File: src/design/stq_pkg.sv
package stq_pkg;

  localparam int NTERMS = 10;

  // Series coefficients in Q.28, cosine and sin(x)/x, lowest order first.
  localparam logic signed [31:0] COS_COEF [NTERMS] = '{
    32'sd268435456,  -32'sd1073741824, 32'sd715827883, -32'sd190887435,
    32'sd27269634,   -32'sd2423967,    32'sd146907,    -32'sd6457,
    32'sd215,        -32'sd6
  };
  localparam logic signed [31:0] SIN_COEF [NTERMS] = '{
    32'sd268435456,  -32'sd357913941,  32'sd143165577, -32'sd27269634,
    32'sd3029959,    -32'sd220361,     32'sd11301,     -32'sd430,
    32'sd13,         32'sd0
  };

  // One item as it moves through the series evaluation.
  typedef struct packed {
    logic signed [15:0] sx;
    logic signed [15:0] sy;
    logic signed [15:0] tw;
    logic        [28:0] vs;
    logic        [27:0] vt;
    logic signed [31:0] cs;
    logic signed [31:0] ss;
    logic signed [31:0] ct;
    logic signed [31:0] st;
  } stq_hrn_t;

  // Round half up and drop 28 fraction bits.
  function automatic logic signed [31:0] rnd28(input logic signed [61:0] a);
    logic signed [61:0] t;
    t = a + 62'sd134217728;
    return t[59:28];
  endfunction

endpackage

File: src/design/stq_square.sv
module stq_square (
  input  logic               clk,
  input  logic               rst_n,
  input  logic               en,
  input  logic               in_valid,
  input  logic signed [15:0] in_sx,
  input  logic signed [15:0] in_sy,
  input  logic signed [15:0] in_tw,
  output logic               out_valid,
  output stq_pkg::stq_hrn_t  out_data
);
  import stq_pkg::*;

  logic signed [31:0] sqx;
  logic signed [31:0] sqy;
  logic signed [31:0] sqt;
  logic        [32:0] sum;
  logic               valid_r;
  stq_hrn_t           data_r;
  stq_hrn_t           data_nxt;

  assign sqx = in_sx * in_sx;
  assign sqy = in_sy * in_sy;
  assign sqt = in_tw * in_tw;
  assign sum = {1'b0, sqx} + {1'b0, sqy};

  // Horner evaluation starts from the highest order coefficient.
  always_comb begin
    data_nxt    = '0;
    data_nxt.sx = in_sx;
    data_nxt.sy = in_sy;
    data_nxt.tw = in_tw;
    data_nxt.vs = sum[31:3];
    data_nxt.vt = sqt[30:3];
    data_nxt.cs = COS_COEF[NTERMS-1];
    data_nxt.ss = SIN_COEF[NTERMS-1];
    data_nxt.ct = COS_COEF[NTERMS-1];
    data_nxt.st = SIN_COEF[NTERMS-1];
  end

  always_ff @(posedge clk) begin
    if (!rst_n) begin
      valid_r <= 1'b0;
    end else if (en) begin
      valid_r <= in_valid;
    end
  end

  always_ff @(posedge clk) begin
    if (en) begin
      data_r <= data_nxt;
    end
  end

  assign out_valid = valid_r;
  assign out_data  = data_r;

endmodule

File: config.mk
export PLATFORM = sky130hd
export DESIGN_NAME = stq_square
export DESIGN_NICKNAME = d
export VERILOG_FILES = /design/src/design/stq_pkg.sv /design/src/design/stq_square.sv
export SDC_FILE = /design/constraint.sdc
export NUM_CORES = 2
export LEC_CHECK = 0
export ABC_AREA = 1
export CORE_MARGIN = 4
export CORE_UTILIZATION = 25
export DETAILED_ROUTE_END_ITERATION = 8
export DONT_BUFFER_PORTS = 1
export GPL_TIMING_DRIVEN = 0
export MAX_ROUTING_LAYER = met4
export REMOVE_ABC_BUFFERS = 1
export SYNTH_ARGS = -nofsm -noshare
export SYNTH_HDL_FRONTEND = slang
export SYNTH_SLANG_ARGS = --single-unit
File: constraint.sdc
create_clock -name clk -period 7.2 [get_ports clk]
set_clock_uncertainty 0.1 [all_clocks]
set_input_delay 0.36 -clock clk [delete_from_list [all_inputs] [get_ports clk]]
set_output_delay 0.36 -clock clk [all_outputs]
set_load 0.02 [all_outputs]
==> After elaboration in Yosys (flattened, before gate mapping) <==
Index checks and enable logic that the tools add are counted.
{ "totals": {"output_inout_bits": 234, "inputBits": 52, "ff_bits": 106, "wordCells": 10} }
{ "classes": {"n_addsub": 1, "n_mul": 3} }
{ "op_table": {"columns": ["cell", "n"], "rows": [
  ["$mul 16x16->32", 2],
  ["$add 32x32->32", 1],
  ["$mul 16x16->31", 1]
]} }

==> Longest topological paths before layout <==
{ "depth": {"ltp_word": 2, "depth_mapped": 33, "depth_no_buf": 31} }

==> Worst setup path before layout <==
Ideal clock, no wire load.
{ "synth_path": {"kind": "input -> register", "from": "input in_sy[1]", "to": "register data_r, in the netlist out_data[184], data pin", "setup_time_ns": 0.252, "stages": 27, "required_time_ns": 6.848, "slack_ns": 0.260, "t_arrival_ns": 6.588, "path_buffers": 2, "path_cell_list": "clkbuf_1 -> clkbuf_1 -> nand2_1 -> fa_1 -> inv_1 -> fa_1 -> inv_1 -> fa_1 -> inv_1 -> fa_1 -> fa_1 -> fa_1 -> fa_1 -> inv_1 -> fa_1 -> inv_1 -> ha_1 -> nand2_1 -> inv_1 -> nand2_1 -> inv_1 -> a21oi_1 -> or2_2 -> nand3_1 -> inv_1 -> nand3_1 -> nand2_1"} }
{ "synth_via": {"elab_chain_len": 2} }
{ "synth_lines": {"columns": ["element", "line_no", "source"], "rows": [
  ["from (decl)", "stq_square.sv:7", "input logic signed [15:0] in_sy,"],
  ["$mul 16x16->32", "stq_square.sv:23", "assign sqy = in_sy * in_sy;"],
  ["$add 32x32->32", "stq_square.sv:25", "assign sum = {1'b0, sqx} + {1'b0, sqy};"],
  ["named net sum[31]", "stq_square.sv:17", "logic [32:0] sum;"],
  ["to (signal assigned)", "stq_square.sv:51", "data_r <= data_nxt;"],
  ["to (decl)", "stq_square.sv:19", "stq_hrn_t data_r;"]
]} }
The timed path passes the listed nets, and every way through them passes these cells.
A chain may end at the register's enable or synchronous reset.

==> Worst setup path after layout <==
{ "layout_path": {"from": "input in_sy[2]", "to": "register data_r, in the netlist out_data[181], data pin"} }
Same word-level chain as after synthesis.

==> reports/results.ini <==
[run_status]
outcome = finished, final reports clean

[global_route]
grt_pass1_wl_um = 126000
met2_usage_pct = 20.5
track_usage_pct = 13.0
grt_pass1_vias = 22700
top_usage_layer = met2
antenna_found_initial = 9
grtUsageMet1_pct = 16.6
grt_use_met3_pct = 3.46
overflow = 0
grt_max_degree = 52

[critical_path]
crit_fanout = 18
cp.required_ns = 7.23
start_kind = input port
rr_worst_depth = 3
r2r_start = out_valid
timing.rr.end = out_valid
criticalPathCategory = in -> reg
reg2reg_setup_slack_ns = 5.80
endpoint_kind = flip-flop
arrival_ns = 7.06

[cts]
cts_buffer_depth = 2
clkSlewWorstSetupHoldPaths_ns = 0.10
cts_tree = yes
cts_root_buffer = clkbuf_16
cts-htree-levels = 3
cts.sinks = 106
cts_made_buffers = 9
clk_latency_ns = 0.42

[timing]
final_max_slew_viol_count = 0
worst_pin_slew_ns = 0.863
slew_headroom_pct = 42.3
fin_crit_ns = 7.03
period_share_pct = 97.6
final-hold-violation-count = 0
setup_tns_ns = 0
setup_viol = 0
max_freq_mhz = 142

[routing]
drtIter0Drc = 1227
drt-vias-per-instance = 4.04
avgRoutedWirePerCell_um = 15.5
vias = 20400
drc = 0
antenna_left = 0
wirelength_um = 78300
dr.pass1.iters = 7

[placement]
io_buffers = 0
gp_congestion = 0.868
dpl.hpwl_um = 64000

[worst_hold_path]
hold_path.class = in -> reg
min_from = en
whs_path_depth = 1
min_to = out_data[174]

[yosys]
synth_edf_count = 105
ys_seq_elements = 106
yosysTopAreaCell = fa_1
yosysWarnings = 0
synthArstFlopShare_pct = 0
synth_ff_type = edfxtp_1
synthDistinctLibCells = 43
synth_area_um2 = 31200
ys_seq_area_share_pct = 10.2
synth_area_per_cell_um2 = 9.13
synthTopCellsByArea = fa_1, inv_1, edfxtp_1
synthCells = 3421
yosysTopAreaCellShare_pct = 48.4

[final_layout]
fin_nets = 4440
syn_to_final_growth_pct = 7.82
n_antenna_cell = 0
post-route-util_pct = 27.2
fill_cells = 13200
final_layout_size_suffix_gt1_share_pct = 2.82

[die]
dieArea_um2 = 131000
start_util_pct = 25.2
io_pins = 286
die_h_um = 362
coreArea_um2 = 124000
die_w_um = 362
num_rows = 129

[run]
maxCapViolCount = 0

==> cell type report <==
type | count | area (um^2) | area share, %
clock buffers | 10 | 229 | 0.680
repair buffers | 61 | 643 | 1.91
well taps | 1637 | 2050 | 6.08
multi-input cells | 2032 | 23000 | 68.3
clock inverters | 6 | 97.6 | 0.290
inverters | 1195 | 4490 | 13.3
flip-flops and latches | 106 | 3170 | 9.42
==> cell usage after synthesis, types with 5 or more instances <==
cell type  count
edfxtp_1     105
clkbuf_1      85
buf_4        128
o21ai_0       29
a21o_1         9
or2_2         13
nor3_1        14
a21oi_1       56
ha_1         227
nor2_1        67
fa_1         756
o21ai_1        5
nand3_1       37
xor2_1        51
xnor2_1       26
o21bai_1       6
inv_1       1194
nand4_1       12
nand3b_1       5
nand2_1      551
==> worst max-delay path: stages <==
cell	delay, ns
nand2_1	0.08
fa_1	0.67
inv_1	0.47
fa_1	0.51
fa_1	0.52
fa_1	0.45
fa_1	0.59
fa_1	0.44
fa_1	0.49
inv_1	0.05
fa_1	0.49
inv_1	0.05
ha_1	0.33
a21oi_1	0.41
o21ai_1	0.19
a211oi_2	0.32
o211ai_1	0.32
xor2_2	0.29
==> stage by stage <==
step | area (um^2) | cells | setup slack, ns | hold WS [ns]
5_1_grt | 33700 | 5047 | -0.0166 | 0.109
3_3_place_gp | 32500 | 4970 | -0.890 | 0.360
2_1_floorplan | 30400 | 3333 | 0.565 | 0.353
3_5_place_dp | 32500 | 4970 | -0.940 | 0.360
6_report | 33700 | 5047 | 0.173 | 0.133
4_1_cts | 33500 | 5045 | -0.0109 | 0.0998
==> how the worst max path moves through the flow <==
stage | from | depth (start not counted) | slack (ns) | endpoint
6_report | in_sy[2] | 18 | 0.17 | out_data[181]
5_1_grt | in_sx[2] | 23 | -0.02 | out_data[181]
4_1_cts | in_sx[15] | 24 | -0.01 | out_data[180]
3_5_place_dp | in_sy[15] | 20 | -0.94 | out_data[183]
3_3_place_gp | in_sy[15] | 20 | -0.89 | out_data[183]
2_1_floorplan | in_sx[2] | 25 | 0.57 | out_data[184]
==> layout by cell type (no fill, tap or decap), drive strengths merged, types with 2 or more instances in the layout <==
cell and n:
nor4 5, inv 1195, fa 756, xnor2 26, nand3b 5, or2 15, a21oi 60, nand3 38
conb 128, clkinvlp 2, xor2 51, a211oi 4, edfxtp 105, nand4 12, a21boi 3, o21ai 38
ha 227, a21o 9, bufinv 2, buf 10, nor2 68, clkbuf 10, a31oi 3, nand2 555
clkinv 2, nor3 15, o211ai 3, o21bai 6, dlygate4sd3 51
==> what timing repair did <==
action                     in CTS  in global routing
pin swaps                       0                 11
buffers inserted                4                  2
hold buffers                   55                  0
setup endpoints to repair       9                  9
gates resized for setup         9                 41
hold endpoints to repair      100                  0
==> cell families (layout without fill, tap and decap cells) <==
kind of cell	after synthesis	in the layout	synth area share, %
AOI/OAI and AO/OA	131	131	2.47
xor gates and xnor gates	77	77	2.16
adders and majority gates	983	983	57.5
buffers and inverters	1409	1272	18.5
DFF	106	106	10.2
other	2	128	0.0240
and+or+nand+nor	713	713	9.19
==> per-layer routing <==
metal / wire length, um / vias up
met5: 0 / -
met4: 1580 / 0
met3: 6610 / 55
met2: 36600 / 560
met1: 33500 / 10500
li1: - / 9292
==> state kept, by name, summed over array words and instances (netlist names) <==
signal	cells
out_data	105
out_valid	1
Power is left out: the tool's default activity adds up to more than one toggle a clock period on the data nets, which glitch-free logic cannot reach.
